<file path="src/sv/lcis_pkg.sv">
`timescale 1ns / 1ps
// Shared types and constants for the lottery CPU/IO scheduler.
// No dependencies; lcis_if, lcis_mod and the scheduler use this package.
package lcis_pkg;

    localparam int FUNC_W    = 2;
    localparam int TIME_W    = 16;
    localparam int TICKET_W  = 7;
    localparam int BURST_W   = 16;
    localparam int DRAW_W    = 16;
    localparam int PROC_W    = 4;

    typedef enum logic [FUNC_W-1:0] {
        FUNC_LOAD   = 2'd0,
        FUNC_APPEND = 2'd1,
        FUNC_TICK   = 2'd2,
        FUNC_NONE   = 2'd3
    } func_t;

    localparam logic KIND_SLOT = 1'b0;
    localparam logic KIND_DONE = 1'b1;

    typedef enum logic [9:0] {
        S_IDLE   = 10'b0000000001,
        S_ADM    = 10'b0000000010,
        S_ADM_LD = 10'b0000000100,
        S_MOD    = 10'b0000001000,
        S_LOT    = 10'b0000010000,
        S_SRV    = 10'b0000100000,
        S_LD     = 10'b0001000000,
        S_FIN    = 10'b0010000000,
        S_IOCHK  = 10'b0100000000,
        S_EMIT   = 10'b1000000000
    } state_t;

endpackage

</file>
<file path="src/sv/lcis_if.sv">
`timescale 1ns / 1ps
// Handshake channels of the scheduler: command items in, result items out.
// Depends on lcis_pkg for field widths.
interface lcis_in_if;
    logic                            valid;
    logic                            ready;
    logic [lcis_pkg::FUNC_W-1:0]     func;
    logic [lcis_pkg::TIME_W-1:0]     arrival;
    logic [lcis_pkg::TICKET_W-1:0]   tickets;
    logic [lcis_pkg::BURST_W-1:0]    burst_length;
    logic [lcis_pkg::DRAW_W-1:0]     random_draw;

    modport source (output valid, func, arrival, tickets, burst_length, random_draw,
                    input ready);
    modport sink   (input valid, func, arrival, tickets, burst_length, random_draw,
                    output ready);
endinterface

interface lcis_out_if;
    logic                            valid;
    logic                            ready;
    logic                            kind;
    logic [lcis_pkg::PROC_W-1:0]     cpu_proc;
    logic [lcis_pkg::PROC_W-1:0]     io_proc;
    logic [lcis_pkg::PROC_W-1:0]     done_proc;
    logic [lcis_pkg::TIME_W-1:0]     turnaround;
    logic [lcis_pkg::TIME_W-1:0]     waiting;
    logic [lcis_pkg::TIME_W-1:0]     response;
    logic                            all_done;
    logic                            last;

    modport source (output valid, kind, cpu_proc, io_proc, done_proc, turnaround,
                    waiting, response, all_done, last, input ready);
    modport sink   (input valid, kind, cpu_proc, io_proc, done_proc, turnaround,
                    waiting, response, all_done, last, output ready);
endinterface

</file>
<file path="src/sv/lcis_ram.sv">
`timescale 1ns / 1ps
// Generic single-write, single-read RAM with registered read data.
// No dependencies.
module lcis_ram #(
    parameter int WIDTH = 16,
    parameter int DEPTH = 64
) (
    input  logic                                   clk,
    input  logic                                   we,
    input  logic [(DEPTH > 1 ? $clog2(DEPTH) : 1)-1:0] waddr,
    input  logic [WIDTH-1:0]                       wdata,
    input  logic [(DEPTH > 1 ? $clog2(DEPTH) : 1)-1:0] raddr,
    output logic [WIDTH-1:0]                       rdata
);
    logic [WIDTH-1:0] mem [DEPTH];

    always_ff @(posedge clk)
    begin
        if (we)
        begin
            mem[waddr] <= wdata;
        end
        rdata <= mem[raddr];
    end
endmodule

</file>
<file path="src/sv/lcis_mod.sv">
`timescale 1ns / 1ps
// Iterative restoring remainder unit: one dividend bit per cycle.
// Depends on lcis_pkg for the draw width.
module lcis_mod #(
    parameter int SW = 7
) (
    input  logic                          clk,
    input  logic                          rst_n,
    input  logic                          start,
    input  logic [lcis_pkg::DRAW_W-1:0]   dividend,
    input  logic [SW-1:0]                 divisor,
    output logic                          done,
    output logic [SW-1:0]                 remainder
);
    import lcis_pkg::*;

    localparam int CNT_W = $clog2(DRAW_W + 1);

    logic              busy_reg, busy_next;
    logic [CNT_W-1:0]  cnt_reg, cnt_next;
    logic [DRAW_W-1:0] q_reg, q_next;
    logic [SW-1:0]     rem_reg, rem_next;
    logic [SW-1:0]     div_reg, div_next;
    logic [SW:0]       trial;

    always_comb
    begin
        busy_next = busy_reg;
        cnt_next  = cnt_reg;
        q_next    = q_reg;
        rem_next  = rem_reg;
        div_next  = div_reg;
        trial     = {rem_reg, q_reg[DRAW_W-1]};
        done      = busy_reg && (cnt_reg == '0);
        if (start)
        begin
            busy_next = 1'b1;
            cnt_next  = CNT_W'(DRAW_W);
            q_next    = dividend;
            rem_next  = '0;
            div_next  = divisor;
        end
        else if (busy_reg)
        begin
            if (cnt_reg == '0)
            begin
                busy_next = 1'b0;
            end
            else
            begin
                // shift in one bit, subtract when it fits
                if (trial >= {1'b0, div_reg})
                begin
                    rem_next = SW'(trial - {1'b0, div_reg});
                end
                else
                begin
                    rem_next = SW'(trial);
                end
                q_next   = {q_reg[DRAW_W-2:0], 1'b0};
                cnt_next = cnt_reg - 1'b1;
            end
        end
    end

    assign remainder = rem_reg;

    always_ff @(posedge clk or negedge rst_n)
    begin
        if (!rst_n)
        begin
            busy_reg <= 1'b0;
            cnt_reg  <= '0;
        end
        else
        begin
            busy_reg <= busy_next;
            cnt_reg  <= cnt_next;
        end
    end

    always_ff @(posedge clk)
    begin
        q_reg   <= q_next;
        rem_reg <= rem_next;
        div_reg <= div_next;
    end
endmodule

</file>
<file path="src/sv/lottery_cpu_io_scheduler.sv">
`timescale 1ns / 1ps
// Lottery CPU/IO scheduler. Load and append items are handled in the idle state.
// A tick runs the admission walk over the P loaded processes (burst RAM read), the
// bit-serial remainder unit, the lottery walk of L <= P scan steps, the service and
// IO check, then R (1 to 3) result items. The block takes one item at a time.
// Depends on lcis_pkg, lcis_if, lcis_ram and lcis_mod.
module lottery_cpu_io_scheduler #(
    parameter int MAX_PROCS    = 8,
    parameter int MAX_BURSTS   = 8,
    parameter int TICKET_LIMIT = 100
) (
    input  logic       clk,
    input  logic       rst_n,
    lcis_in_if.sink    in_ch,
    lcis_out_if.source out_ch
);
    import lcis_pkg::*;

    localparam int PW = (MAX_PROCS > 1) ? $clog2(MAX_PROCS) : 1;
    localparam int CW = $clog2(MAX_PROCS + 1);
    localparam int BW = $clog2(MAX_BURSTS + 1);
    localparam int RD = MAX_PROCS * MAX_BURSTS;
    localparam int RW = (RD > 1) ? $clog2(RD) : 1;
    localparam int SW = $clog2(TICKET_LIMIT + 1);
    localparam int XW = (SW > TICKET_W) ? SW : TICKET_W;
    localparam int TW = BURST_W + BW;

    state_t              state_reg, state_next;
    logic [CW-1:0]       pc_reg, pc_next;
    logic [SW-1:0]       tot_reg, tot_next;
    logic [TIME_W-1:0]   now_reg, now_next;
    logic [MAX_PROCS-1:0] adm_reg, adm_next, rdy_reg, rdy_next, st_reg, st_next;
    logic [TIME_W-1:0]   arr_reg [MAX_PROCS];
    logic [TIME_W-1:0]   arr_next [MAX_PROCS];
    logic [TICKET_W-1:0] tk_reg [MAX_PROCS];
    logic [TICKET_W-1:0] tk_next [MAX_PROCS];
    logic [BW-1:0]       bc_reg [MAX_PROCS];
    logic [BW-1:0]       bc_next [MAX_PROCS];
    logic [BW-1:0]       bi_reg [MAX_PROCS];
    logic [BW-1:0]       bi_next [MAX_PROCS];
    logic [BURST_W-1:0]  rem_reg [MAX_PROCS];
    logic [BURST_W-1:0]  rem_next [MAX_PROCS];
    logic [TW-1:0]       tb_reg [MAX_PROCS];
    logic [TW-1:0]       tb_next [MAX_PROCS];
    logic [TIME_W-1:0]   fs_reg [MAX_PROCS];
    logic [TIME_W-1:0]   fs_next [MAX_PROCS];
    logic [PW-1:0]       fifo_reg [MAX_PROCS];
    logic [PW-1:0]       fifo_next [MAX_PROCS];
    logic [CW-1:0]       fcnt_reg, fcnt_next;

    logic [CW-1:0]       i_reg, i_next;
    logic [SW-1:0]       sum_reg, sum_next, acc_reg, acc_next;
    logic [DRAW_W-1:0]   draw_reg, draw_next;
    logic                hit_reg, hit_next;
    logic [PW-1:0]       w_reg, w_next, h_reg, h_next, p_reg, p_next;
    logic                cpuv_reg, cpuv_next, iov_reg, iov_next, iop_reg, iop_next;
    logic [1:0]          nd_reg, nd_next, k_reg, k_next;
    logic [PW-1:0]       drp_reg [2];
    logic [PW-1:0]       drp_next [2];
    logic [TIME_W-1:0]   dta_reg [2];
    logic [TIME_W-1:0]   dta_next [2];
    logic [TIME_W-1:0]   dwt_reg [2];
    logic [TIME_W-1:0]   dwt_next [2];
    logic [TIME_W-1:0]   drs_reg [2];
    logic [TIME_W-1:0]   drs_next [2];

    logic                ram_we;
    logic [RW-1:0]       ram_waddr, ram_raddr;
    logic [BURST_W-1:0]  ram_rdata;
    logic                mod_start, mod_done;
    logic [SW-1:0]       mod_rem;

    // Per-tick scratch
    logic [PW-1:0]       ix, lp;
    logic [SW-1:0]       room, acc_sum;
    logic [TICKET_W-1:0] tk_clamped;
    logic [BURST_W-1:0]  rem_dec;
    logic [BW-1:0]       bi_inc;
    logic                admit;
    logic [TIME_W-1:0]   ta;
    logic                all;
    state_t              after_srv;

    function automatic logic [RW-1:0] baddr(input logic [PW-1:0] p, input logic [BW-1:0] b);
        baddr = RW'(RW'(p) * RW'(MAX_BURSTS) + RW'(b));
    endfunction

    lcis_ram #(.WIDTH(BURST_W), .DEPTH(RD)) u_burst_ram (
        .clk   (clk),
        .we    (ram_we),
        .waddr (ram_waddr),
        .wdata (in_ch.burst_length),
        .raddr (ram_raddr),
        .rdata (ram_rdata)
    );

    lcis_mod #(.SW(SW)) u_mod (
        .clk       (clk),
        .rst_n     (rst_n),
        .start     (mod_start),
        .dividend  (draw_reg),
        .divisor   (sum_reg),
        .done      (mod_done),
        .remainder (mod_rem)
    );

    assign in_ch.ready = (state_reg == S_IDLE);

    always_comb
    begin
        state_next = state_reg;
        pc_next    = pc_reg;
        tot_next   = tot_reg;
        now_next   = now_reg;
        adm_next   = adm_reg;
        rdy_next   = rdy_reg;
        st_next    = st_reg;
        arr_next   = arr_reg;
        tk_next    = tk_reg;
        bc_next    = bc_reg;
        bi_next    = bi_reg;
        rem_next   = rem_reg;
        tb_next    = tb_reg;
        fs_next    = fs_reg;
        fifo_next  = fifo_reg;
        fcnt_next  = fcnt_reg;
        i_next     = i_reg;
        sum_next   = sum_reg;
        acc_next   = acc_reg;
        draw_next  = draw_reg;
        hit_next   = hit_reg;
        w_next     = w_reg;
        h_next     = h_reg;
        p_next     = p_reg;
        cpuv_next  = cpuv_reg;
        iov_next   = iov_reg;
        iop_next   = iop_reg;
        nd_next    = nd_reg;
        k_next     = k_reg;
        drp_next   = drp_reg;
        dta_next   = dta_reg;
        dwt_next   = dwt_reg;
        drs_next   = drs_reg;
        ram_we     = 1'b0;
        ram_waddr  = '0;
        ram_raddr  = '0;
        mod_start  = 1'b0;

        ix         = i_reg[PW-1:0];
        lp         = PW'(pc_reg - 1'b1);
        room       = SW'(TICKET_LIMIT) - tot_reg;
        tk_clamped = (XW'(in_ch.tickets) > XW'(room)) ? TICKET_W'(room) : in_ch.tickets;
        acc_sum    = acc_reg + SW'(tk_reg[ix]);
        rem_dec    = rem_reg[p_reg] - 1'b1;
        bi_inc     = bi_reg[p_reg] + 1'b1;
        admit      = !adm_reg[ix] && (now_reg >= arr_reg[ix]);
        ta         = (now_reg > arr_reg[p_reg]) ? now_reg - arr_reg[p_reg] : '0;
        after_srv  = iop_reg ? S_EMIT : S_IOCHK;

        unique case (state_reg)
            S_IDLE:
            begin
                if (in_ch.valid)
                begin
                    unique case (func_t'(in_ch.func))
                        FUNC_LOAD:
                        begin
                            if (pc_reg < CW'(MAX_PROCS))
                            begin
                                arr_next[pc_reg[PW-1:0]] = in_ch.arrival;
                                tk_next[pc_reg[PW-1:0]]  = tk_clamped;
                                bc_next[pc_reg[PW-1:0]]  = '0;
                                bi_next[pc_reg[PW-1:0]]  = '0;
                                tb_next[pc_reg[PW-1:0]]  = '0;
                                tot_next = tot_reg + SW'(tk_clamped);
                                pc_next  = pc_reg + 1'b1;
                            end
                        end
                        FUNC_APPEND:
                        begin
                            if (pc_reg != '0 && in_ch.burst_length != '0 && !adm_reg[lp]
                                && bc_reg[lp] < BW'(MAX_BURSTS))
                            begin
                                ram_we      = 1'b1;
                                ram_waddr   = baddr(lp, bc_reg[lp]);
                                bc_next[lp] = bc_reg[lp] + 1'b1;
                                tb_next[lp] = tb_reg[lp] + TW'(in_ch.burst_length);
                            end
                        end
                        FUNC_TICK:
                        begin
                            i_next     = '0;
                            sum_next   = '0;
                            draw_next  = in_ch.random_draw;
                            cpuv_next  = 1'b0;
                            iov_next   = 1'b0;
                            iop_next   = 1'b0;
                            nd_next    = '0;
                            state_next = S_ADM;
                        end
                        default:
                        begin
                        end
                    endcase
                end
            end
            S_ADM:
            begin
                if (i_reg >= pc_reg)
                begin
                    if (now_reg != '1)
                    begin
                        now_next = now_reg + 1'b1;
                    end
                    if (sum_reg != '0)
                    begin
                        mod_start  = 1'b1;
                        state_next = S_MOD;
                    end
                    else
                    begin
                        state_next = S_IOCHK;
                    end
                end
                else
                begin
                    if (admit)
                    begin
                        adm_next[ix] = 1'b1;
                    end
                    hit_next   = admit && (bc_reg[ix] != '0);
                    ram_raddr  = baddr(ix, '0);
                    state_next = S_ADM_LD;
                end
            end
            S_ADM_LD:
            begin
                if (hit_reg)
                begin
                    rdy_next[ix] = 1'b1;
                    rem_next[ix] = ram_rdata;
                end
                if (hit_reg || rdy_reg[ix])
                begin
                    sum_next = sum_reg + SW'(tk_reg[ix]);
                end
                i_next     = i_reg + 1'b1;
                state_next = S_ADM;
            end
            S_MOD:
            begin
                if (mod_done)
                begin
                    i_next     = '0;
                    acc_next   = '0;
                    state_next = S_LOT;
                end
            end
            S_LOT:
            begin
                if (i_reg >= pc_reg)
                begin
                    state_next = S_IOCHK;
                end
                else
                begin
                    if (rdy_reg[ix])
                    begin
                        acc_next = acc_sum;
                        if (mod_rem < acc_sum)
                        begin
                            w_next     = ix;
                            p_next     = ix;
                            cpuv_next  = 1'b1;
                            state_next = S_SRV;
                        end
                    end
                    i_next = i_reg + 1'b1;
                end
            end
            S_SRV:
            begin
                if (!st_reg[p_reg])
                begin
                    st_next[p_reg] = 1'b1;
                    fs_next[p_reg] = now_reg - 1'b1;
                end
                rem_next[p_reg] = rem_dec;
                if (rem_dec == '0)
                begin
                    if (iop_reg)
                    begin
                        // pop the IO head
                        for (int j = 0; j < MAX_PROCS - 1; j++)
                        begin
                            fifo_next[j] = fifo_reg[j + 1];
                        end
                        fcnt_next = fcnt_reg - 1'b1;
                    end
                    else
                    begin
                        rdy_next[p_reg] = 1'b0;
                    end
                    bi_next[p_reg] = bi_inc;
                    if (bi_inc >= bc_reg[p_reg])
                    begin
                        state_next = S_FIN;
                    end
                    else
                    begin
                        ram_raddr = baddr(p_reg, bi_inc);
                        if (iop_reg)
                        begin
                            rdy_next[p_reg] = 1'b1;
                        end
                        else if (fcnt_reg < CW'(MAX_PROCS))
                        begin
                            fifo_next[fcnt_reg[PW-1:0]] = p_reg;
                            fcnt_next = fcnt_reg + 1'b1;
                        end
                        state_next = S_LD;
                    end
                end
                else
                begin
                    state_next = after_srv;
                end
            end
            S_LD:
            begin
                rem_next[p_reg] = ram_rdata;
                state_next      = after_srv;
            end
            S_FIN:
            begin
                drp_next[nd_reg[0]] = p_reg;
                dta_next[nd_reg[0]] = ta;
                dwt_next[nd_reg[0]] = (TW'(ta) > tb_reg[p_reg])
                                      ? TIME_W'(TW'(ta) - tb_reg[p_reg]) : '0;
                drs_next[nd_reg[0]] = (fs_reg[p_reg] > arr_reg[p_reg])
                                      ? fs_reg[p_reg] - arr_reg[p_reg] : '0;
                nd_next    = nd_reg + 1'b1;
                state_next = after_srv;
            end
            S_IOCHK:
            begin
                iop_next = 1'b1;
                k_next   = '0;
                if (fcnt_reg != '0 && (!cpuv_reg || fifo_reg[0] != w_reg))
                begin
                    iov_next   = 1'b1;
                    h_next     = fifo_reg[0];
                    p_next     = fifo_reg[0];
                    state_next = S_SRV;
                end
                else
                begin
                    state_next = S_EMIT;
                end
            end
            S_EMIT:
            begin
                if (out_ch.ready)
                begin
                    if (k_reg == nd_reg)
                    begin
                        state_next = S_IDLE;
                    end
                    else
                    begin
                        k_next = k_reg + 1'b1;
                    end
                end
            end
            default:
            begin
                state_next = S_IDLE;
            end
        endcase
    end

    always_comb
    begin
        all = 1'b1;
        for (int j = 0; j < MAX_PROCS; j++)
        begin
            if (CW'(j) < pc_reg && bi_reg[j] < bc_reg[j])
            begin
                all = 1'b0;
            end
        end
    end

    assign out_ch.valid      = (state_reg == S_EMIT);
    assign out_ch.kind       = (k_reg == '0) ? KIND_SLOT : KIND_DONE;
    assign out_ch.cpu_proc   = (k_reg == '0 && cpuv_reg) ? PROC_W'(PROC_W'(w_reg) + 1'b1) : '0;
    assign out_ch.io_proc    = (k_reg == '0 && iov_reg) ? PROC_W'(PROC_W'(h_reg) + 1'b1) : '0;
    assign out_ch.done_proc  = (k_reg == '0) ? '0
                               : PROC_W'(PROC_W'(drp_reg[~k_reg[0]]) + 1'b1);
    assign out_ch.turnaround = (k_reg == '0) ? '0 : dta_reg[~k_reg[0]];
    assign out_ch.waiting    = (k_reg == '0) ? '0 : dwt_reg[~k_reg[0]];
    assign out_ch.response   = (k_reg == '0) ? '0 : drs_reg[~k_reg[0]];
    assign out_ch.all_done   = all;
    assign out_ch.last       = (k_reg == nd_reg);

    always_ff @(posedge clk or negedge rst_n)
    begin
        if (!rst_n)
        begin
            state_reg <= S_IDLE;
            pc_reg    <= '0;
            tot_reg   <= '0;
            now_reg   <= '0;
            adm_reg   <= '0;
            rdy_reg   <= '0;
            st_reg    <= '0;
            fcnt_reg  <= '0;
            i_reg     <= '0;
            nd_reg    <= '0;
            k_reg     <= '0;
            cpuv_reg  <= 1'b0;
            iov_reg   <= 1'b0;
            iop_reg   <= 1'b0;
            hit_reg   <= 1'b0;
            for (int j = 0; j < MAX_PROCS; j++)
            begin
                bc_reg[j] <= '0;
                bi_reg[j] <= '0;
                tb_reg[j] <= '0;
            end
        end
        else
        begin
            state_reg <= state_next;
            pc_reg    <= pc_next;
            tot_reg   <= tot_next;
            now_reg   <= now_next;
            adm_reg   <= adm_next;
            rdy_reg   <= rdy_next;
            st_reg    <= st_next;
            fcnt_reg  <= fcnt_next;
            i_reg     <= i_next;
            nd_reg    <= nd_next;
            k_reg     <= k_next;
            cpuv_reg  <= cpuv_next;
            iov_reg   <= iov_next;
            iop_reg   <= iop_next;
            hit_reg   <= hit_next;
            bc_reg    <= bc_next;
            bi_reg    <= bi_next;
            tb_reg    <= tb_next;
        end
    end

    always_ff @(posedge clk)
    begin
        arr_reg  <= arr_next;
        tk_reg   <= tk_next;
        rem_reg  <= rem_next;
        fs_reg   <= fs_next;
        fifo_reg <= fifo_next;
        sum_reg  <= sum_next;
        acc_reg  <= acc_next;
        draw_reg <= draw_next;
        w_reg    <= w_next;
        h_reg    <= h_next;
        p_reg    <= p_next;
        drp_reg  <= drp_next;
        dta_reg  <= dta_next;
        dwt_reg  <= dwt_next;
        drs_reg  <= drs_next;
    end
endmodule
</file>
<file path="src/flat_wrapper.sv">
// flat-port wrapper written by rule: the top's interface ports become plain ports
module lottery_cpu_io_scheduler_flat import lcis_pkg::*;
#(
    parameter int MAX_PROCS    = 8,
    parameter int MAX_BURSTS   = 8,
    parameter int TICKET_LIMIT = 100
)
  (clk, rst_n, in_ch_valid, in_ch_func, in_ch_arrival, in_ch_tickets, in_ch_burst_length, in_ch_random_draw, in_ch_ready, out_ch_valid, out_ch_kind, out_ch_cpu_proc, out_ch_io_proc, out_ch_done_proc, out_ch_turnaround, out_ch_waiting, out_ch_response, out_ch_all_done, out_ch_last, out_ch_ready);
  lcis_in_if in_ch_i ();
  lcis_out_if out_ch_i ();
  input  logic clk;
  input  logic rst_n;
  input wire logic [$bits(in_ch_i.valid)-1:0] in_ch_valid;
  input wire logic [$bits(in_ch_i.func)-1:0] in_ch_func;
  input wire logic [$bits(in_ch_i.arrival)-1:0] in_ch_arrival;
  input wire logic [$bits(in_ch_i.tickets)-1:0] in_ch_tickets;
  input wire logic [$bits(in_ch_i.burst_length)-1:0] in_ch_burst_length;
  input wire logic [$bits(in_ch_i.random_draw)-1:0] in_ch_random_draw;
  output wire logic [$bits(in_ch_i.ready)-1:0] in_ch_ready;
  output wire logic [$bits(out_ch_i.valid)-1:0] out_ch_valid;
  output wire logic [$bits(out_ch_i.kind)-1:0] out_ch_kind;
  output wire logic [$bits(out_ch_i.cpu_proc)-1:0] out_ch_cpu_proc;
  output wire logic [$bits(out_ch_i.io_proc)-1:0] out_ch_io_proc;
  output wire logic [$bits(out_ch_i.done_proc)-1:0] out_ch_done_proc;
  output wire logic [$bits(out_ch_i.turnaround)-1:0] out_ch_turnaround;
  output wire logic [$bits(out_ch_i.waiting)-1:0] out_ch_waiting;
  output wire logic [$bits(out_ch_i.response)-1:0] out_ch_response;
  output wire logic [$bits(out_ch_i.all_done)-1:0] out_ch_all_done;
  output wire logic [$bits(out_ch_i.last)-1:0] out_ch_last;
  input wire logic [$bits(out_ch_i.ready)-1:0] out_ch_ready;
  assign in_ch_i.valid = in_ch_valid;
  assign in_ch_i.func = in_ch_func;
  assign in_ch_i.arrival = in_ch_arrival;
  assign in_ch_i.tickets = in_ch_tickets;
  assign in_ch_i.burst_length = in_ch_burst_length;
  assign in_ch_i.random_draw = in_ch_random_draw;
  assign in_ch_ready = in_ch_i.ready;
  assign out_ch_valid = out_ch_i.valid;
  assign out_ch_kind = out_ch_i.kind;
  assign out_ch_cpu_proc = out_ch_i.cpu_proc;
  assign out_ch_io_proc = out_ch_i.io_proc;
  assign out_ch_done_proc = out_ch_i.done_proc;
  assign out_ch_turnaround = out_ch_i.turnaround;
  assign out_ch_waiting = out_ch_i.waiting;
  assign out_ch_response = out_ch_i.response;
  assign out_ch_all_done = out_ch_i.all_done;
  assign out_ch_last = out_ch_i.last;
  assign out_ch_i.ready = out_ch_ready;
  lottery_cpu_io_scheduler #(.MAX_PROCS(MAX_PROCS), .MAX_BURSTS(MAX_BURSTS), .TICKET_LIMIT(TICKET_LIMIT)) u_core (.clk(clk), .rst_n(rst_n), .in_ch(in_ch_i), .out_ch(out_ch_i));
endmodule
</file>
<file path="config.mk">
export PLATFORM = sky130hd
export DESIGN_NAME = lottery_cpu_io_scheduler_flat
export DESIGN_NICKNAME = d
export VERILOG_FILES = /design/src/sv/lcis_pkg.sv /design/src/sv/lcis_if.sv /design/src/sv/lcis_ram.sv /design/src/sv/lcis_mod.sv /design/src/sv/lottery_cpu_io_scheduler.sv /design/src/flat_wrapper.sv
export SDC_FILE = /design/constraint.sdc
export NUM_CORES = 2
export LEC_CHECK = 0
export BUFFER_PORTS_ARGS = -buffer_cell sky130_fd_sc_hd__buf_4
export CORE_MARGIN = 2
export CORE_UTILIZATION = 41
export DETAILED_ROUTE_END_ITERATION = 6
export GPL_ROUTABILITY_DRIVEN = 0
export GPL_TIMING_DRIVEN = 1
export PLACE_DENSITY = 0.64
export SETUP_SLACK_MARGIN = 0.02
export SLEW_MARGIN = 5
export SYNTH_ARGS = -nofsm -noshare
export SYNTH_HDL_FRONTEND = slang
export SYNTH_HIERARCHICAL = 1
export SYNTH_SLANG_ARGS = --single-unit
</file>
<file path="constraint.sdc">
create_clock -name clk -period 22 [get_ports clk]
set_input_delay 3.3 -clock clk [delete_from_list [all_inputs] [get_ports clk]]
set_output_delay 3.3 -clock clk [all_outputs]
set_load 0.01 [all_outputs]
</file>
==> reports/qor.txt <==
Post-synth cell types -> 119
Final number of hold-violating endpoints -> 0
Total iterations of the first detailed-routing run -> 6
Max Cap Violations -> 0
Critical path type -> reg -> reg
# port buffers -> 125
Switch share -> 23.21%
Die width -> 469.6 um
Largest stage delay, worst path -> 0.84 ns
RSZ-0062 raised after global routing -> false
Via count -> 58.24k
# DRC -> 0
CP max stage cell -> buf_4
Synthesized cell area -> 88880 um2
Root buf cell -> clkbuf_16
Num CTS Buffers -> 202
WL/cell -> 28.41 um
Final worst setup slack -> 11.86 ns
Grt total ovfl -> 0
Syn Nets -> 6443
1st-iter DRT viols -> 8128
Lkg Pwr -> 34.21 nW
Cell Rows -> 170
Vias in the first global route -> 56.52k
Placed insts -> 8980
Commonest non-fill, non-tap cells in the layout -> edfxtp_1 (1652), nand2_1 (494), a22oi_1 (429), o21ai_0 (387), nor2_1 (329)
First-pass GRT wire length -> 386700 um
Register clock-pin slew on the reported worst setup and hold paths -> 0.07 ns
Seq cells post-synth -> 1982
Hold-fix buffers, CTS -> 0
Global-route usage over all layers -> 23.47%
Yosys warning total -> 6
Clk Latency, worst-skew pair -> 0.88 ns
Crit. End Element -> flop
Crit-path leading delay family -> buffers and inverters
Final TNS setup -> 0 ns
CP required -> 22.70 ns
Place WS -> 11.93 ns
Syn avg cell area -> 14.33 um2
Deepest clock path buffer count -> 3
Status -> complete, no violations
CP Launch Type -> flop
CTS tree -> done
# setup viols final -> 0
Post-Syn Instances -> 6203
Clock power frac -> 42.9%
Max FFs per register -> 1024
Synth Flop Type -> edfxtp_1
Minimum clock period -> 10.14 ns
Fin. max-slew vios -> 0
GR Layer Usage met3 -> 4.271%
Logic pwr share -> 6.3%
Worst VDD drop -> 0.09396 mV
Flop pwr share -> 50.8%
WP buf/inv -> 7
H-tree depth -> 4
CTS resizes -> 0
Post-synth EDFFs -> 1652
Routed WL -> 266100 um
Worst path most repeated cell -> buf_4
Worst slew pin tran -> 1.287 ns
Fin nets -> 6586
Fmax -> 0.09859 GHz
Asr flop ratio synth -> 15.49%
Met1 Use GR -> 32.14%
Int Power -> 6.251 mW
Final worst path period share -> 46.10%
IO Count -> 126
Slew Limit Headroom -> 13.54%
Post-Layout Cell Count -> 9365
Sw Pwr -> 1.889 mW
Power Density -> 81.15 nW/um2
Sequential area share after synthesis -> 64.98%
Max FO, Critical Path -> 96
Final Util -> 46.64%
Routing usage on met2 -> 37.32%
Initial Utilization -> 41.33%
Core area -> 215000 um2
Postcts setup bufs -> 0
Die H -> 469.6 um
Largest net degree at the start of global routing -> 102
Worst Path Arrival -> 10.85 ns
Fillers -> 18.45k
Synthesis-to-layout area growth -> 12.86%
DRT antenna net count -> 0
Worst path cell trace -> buf_4 > inv_1 > o21ai_0 > and2_1 > ha_1 > o311a_1 > nand3_1 > or4b_1 > o31ai_1 > nor2_2 > nor3_4 > buf_4 > nand2_2 > inv_2 > and2_1 > and2b_4 > buf_12 > buf_4 > buf_4 > mux4_2 > mux2i_1 > a22oi_1 > a31oi_1 > a311oi_1
Global routing's busiest layer -> met2
Post-detail-place hpwl -> 166400 um
Initial antenna violation count -> 14
Clock Skews -> 0.07409 ns
Die footprint -> 220500 um2
Layout cells sized above 1 -> 16.61%
Clock sinks -> 1982
Worst Hold Slack -> 0.4734 ns
DR vias/cell -> 6.219
Most common cell after layout, fill and taps aside -> edfxtp_1
Hold Crit Class -> reg -> reg
## final timing paths
path                                         startpoint                                    to  slack, ns  cells past startpoint
setup / recovery              u_core/p_reg[1]$_DFFE_PP_  u_core/u_burst_ram/rdata[15]$_DFF_P_      11.86                     24
hold / removal             u_core/st_reg[5]$_DFFE_PN0P_          u_core/st_reg[5]$_DFFE_PN0P_       0.47                      1
setup reg to reg              u_core/p_reg[1]$_DFFE_PP_  u_core/u_burst_ram/rdata[15]$_DFF_P_      11.86                     24
hold reg to reg            u_core/st_reg[5]$_DFFE_PN0P_          u_core/st_reg[5]$_DFFE_PN0P_       0.47                      1
max in group asynchronous                         rst_n         u_core/tb_reg[78]$_DFFE_PN0P_      17.11                      3
min in group asynchronous                         rst_n         u_core/tot_reg[4]$_DFFE_PN0P_       2.46                      1
## routing by layer
layer	part of all wire [%]	up-vias	wire [um]
li1	-	24640	-
met1	39	29560	105100
met2	47	3439	124500
met3	9.9	605	26300
met4	3.8	0	10230
met5	0	-	0
## cells in the mapped netlist, types with 60 or more instances
| master | number | area share (%) |
|---|---|---|
| mux2i_1 | 221 | 2.5 |
| nand3_1 | 72 | 0.41 |
| nor2_1 | 344 | 1.5 |
| o21ai_0 | 387 | 2.2 |
| inv_1 | 121 | 0.51 |
| mux4_2 | 243 | 6.2 |
| nand4_1 | 61 | 0.43 |
| a21oi_1 | 129 | 0.73 |
| a22oi_1 | 429 | 3.6 |
| edfxtp_1 | 1652 | 56 |
| xor2_1 | 61 | 0.60 |
| clkbuf_1 | 248 | 1.0 |
| nand2_1 | 494 | 2.1 |
| nor3_1 | 69 | 0.39 |
| ha_1 | 171 | 2.4 |
| xnor2_1 | 76 | 0.75 |
| o22ai_1 | 80 | 0.56 |
| mux2_2 | 66 | 0.84 |
| dfrtp_1 | 306 | 8.6 |
| a21o_1 | 60 | 0.51 |
## cell families after synthesis
| family | count (synthesis) | share of synthesized area (%) |
|---|---|---|
| compound gates | 1450 | 11.00 |
| xor+xnor | 138 | 1.368 |
| fa+ha+maj | 179 | 2.588 |
| buf+inv | 509 | 2.599 |
| flops | 1982 | 64.98 |
| mux | 540 | 9.724 |
| simple gates | 1405 | 7.739 |
## through the flow
| stage | power (mW) | cell area [um2] |
|---|---|---|
| 2_1_floorplan | 4.482 | 88880 |
| 4_1_cts | 8.175 | 100300 |
| 3_3_place_gp | 4.697 | 93480 |
| 6_report | 8.140 | 100300 |
| 3_5_place_dp | 4.710 | 93480 |
| 5_1_grt | 8.373 | 100300 |
## layout make-up
cell class / count / area (um2) / area share, %
clock buffer: 273 / 5544 / 5.527
timing repair buffer: 322 / 2437 / 2.430
antenna: 7 / 17.52 / 0.01746
sequential: 1982 / 57750 / 57.58
inverter: 126 / 473.0 / 0.4715
multi-input combinational: 3712 / 29270 / 29.18
clock inverter: 105 / 1259 / 1.255
tap: 2838 / 3551 / 3.540
## power by group through the flow
stage | Sequential, mW | Combinational [mW] | Clock (mW)
2_1_floorplan | 4.19 | 0.292 | 0
3_3_place_gp | 4.21 | 0.490 | 0
3_5_place_dp | 4.21 | 0.501 | 0
4_1_cts | 4.13 | 0.504 | 3.54
5_1_grt | 4.13 | 0.556 | 3.69
6_report | 4.13 | 0.513 | 3.49
Power figures use the tool's default switching activity.
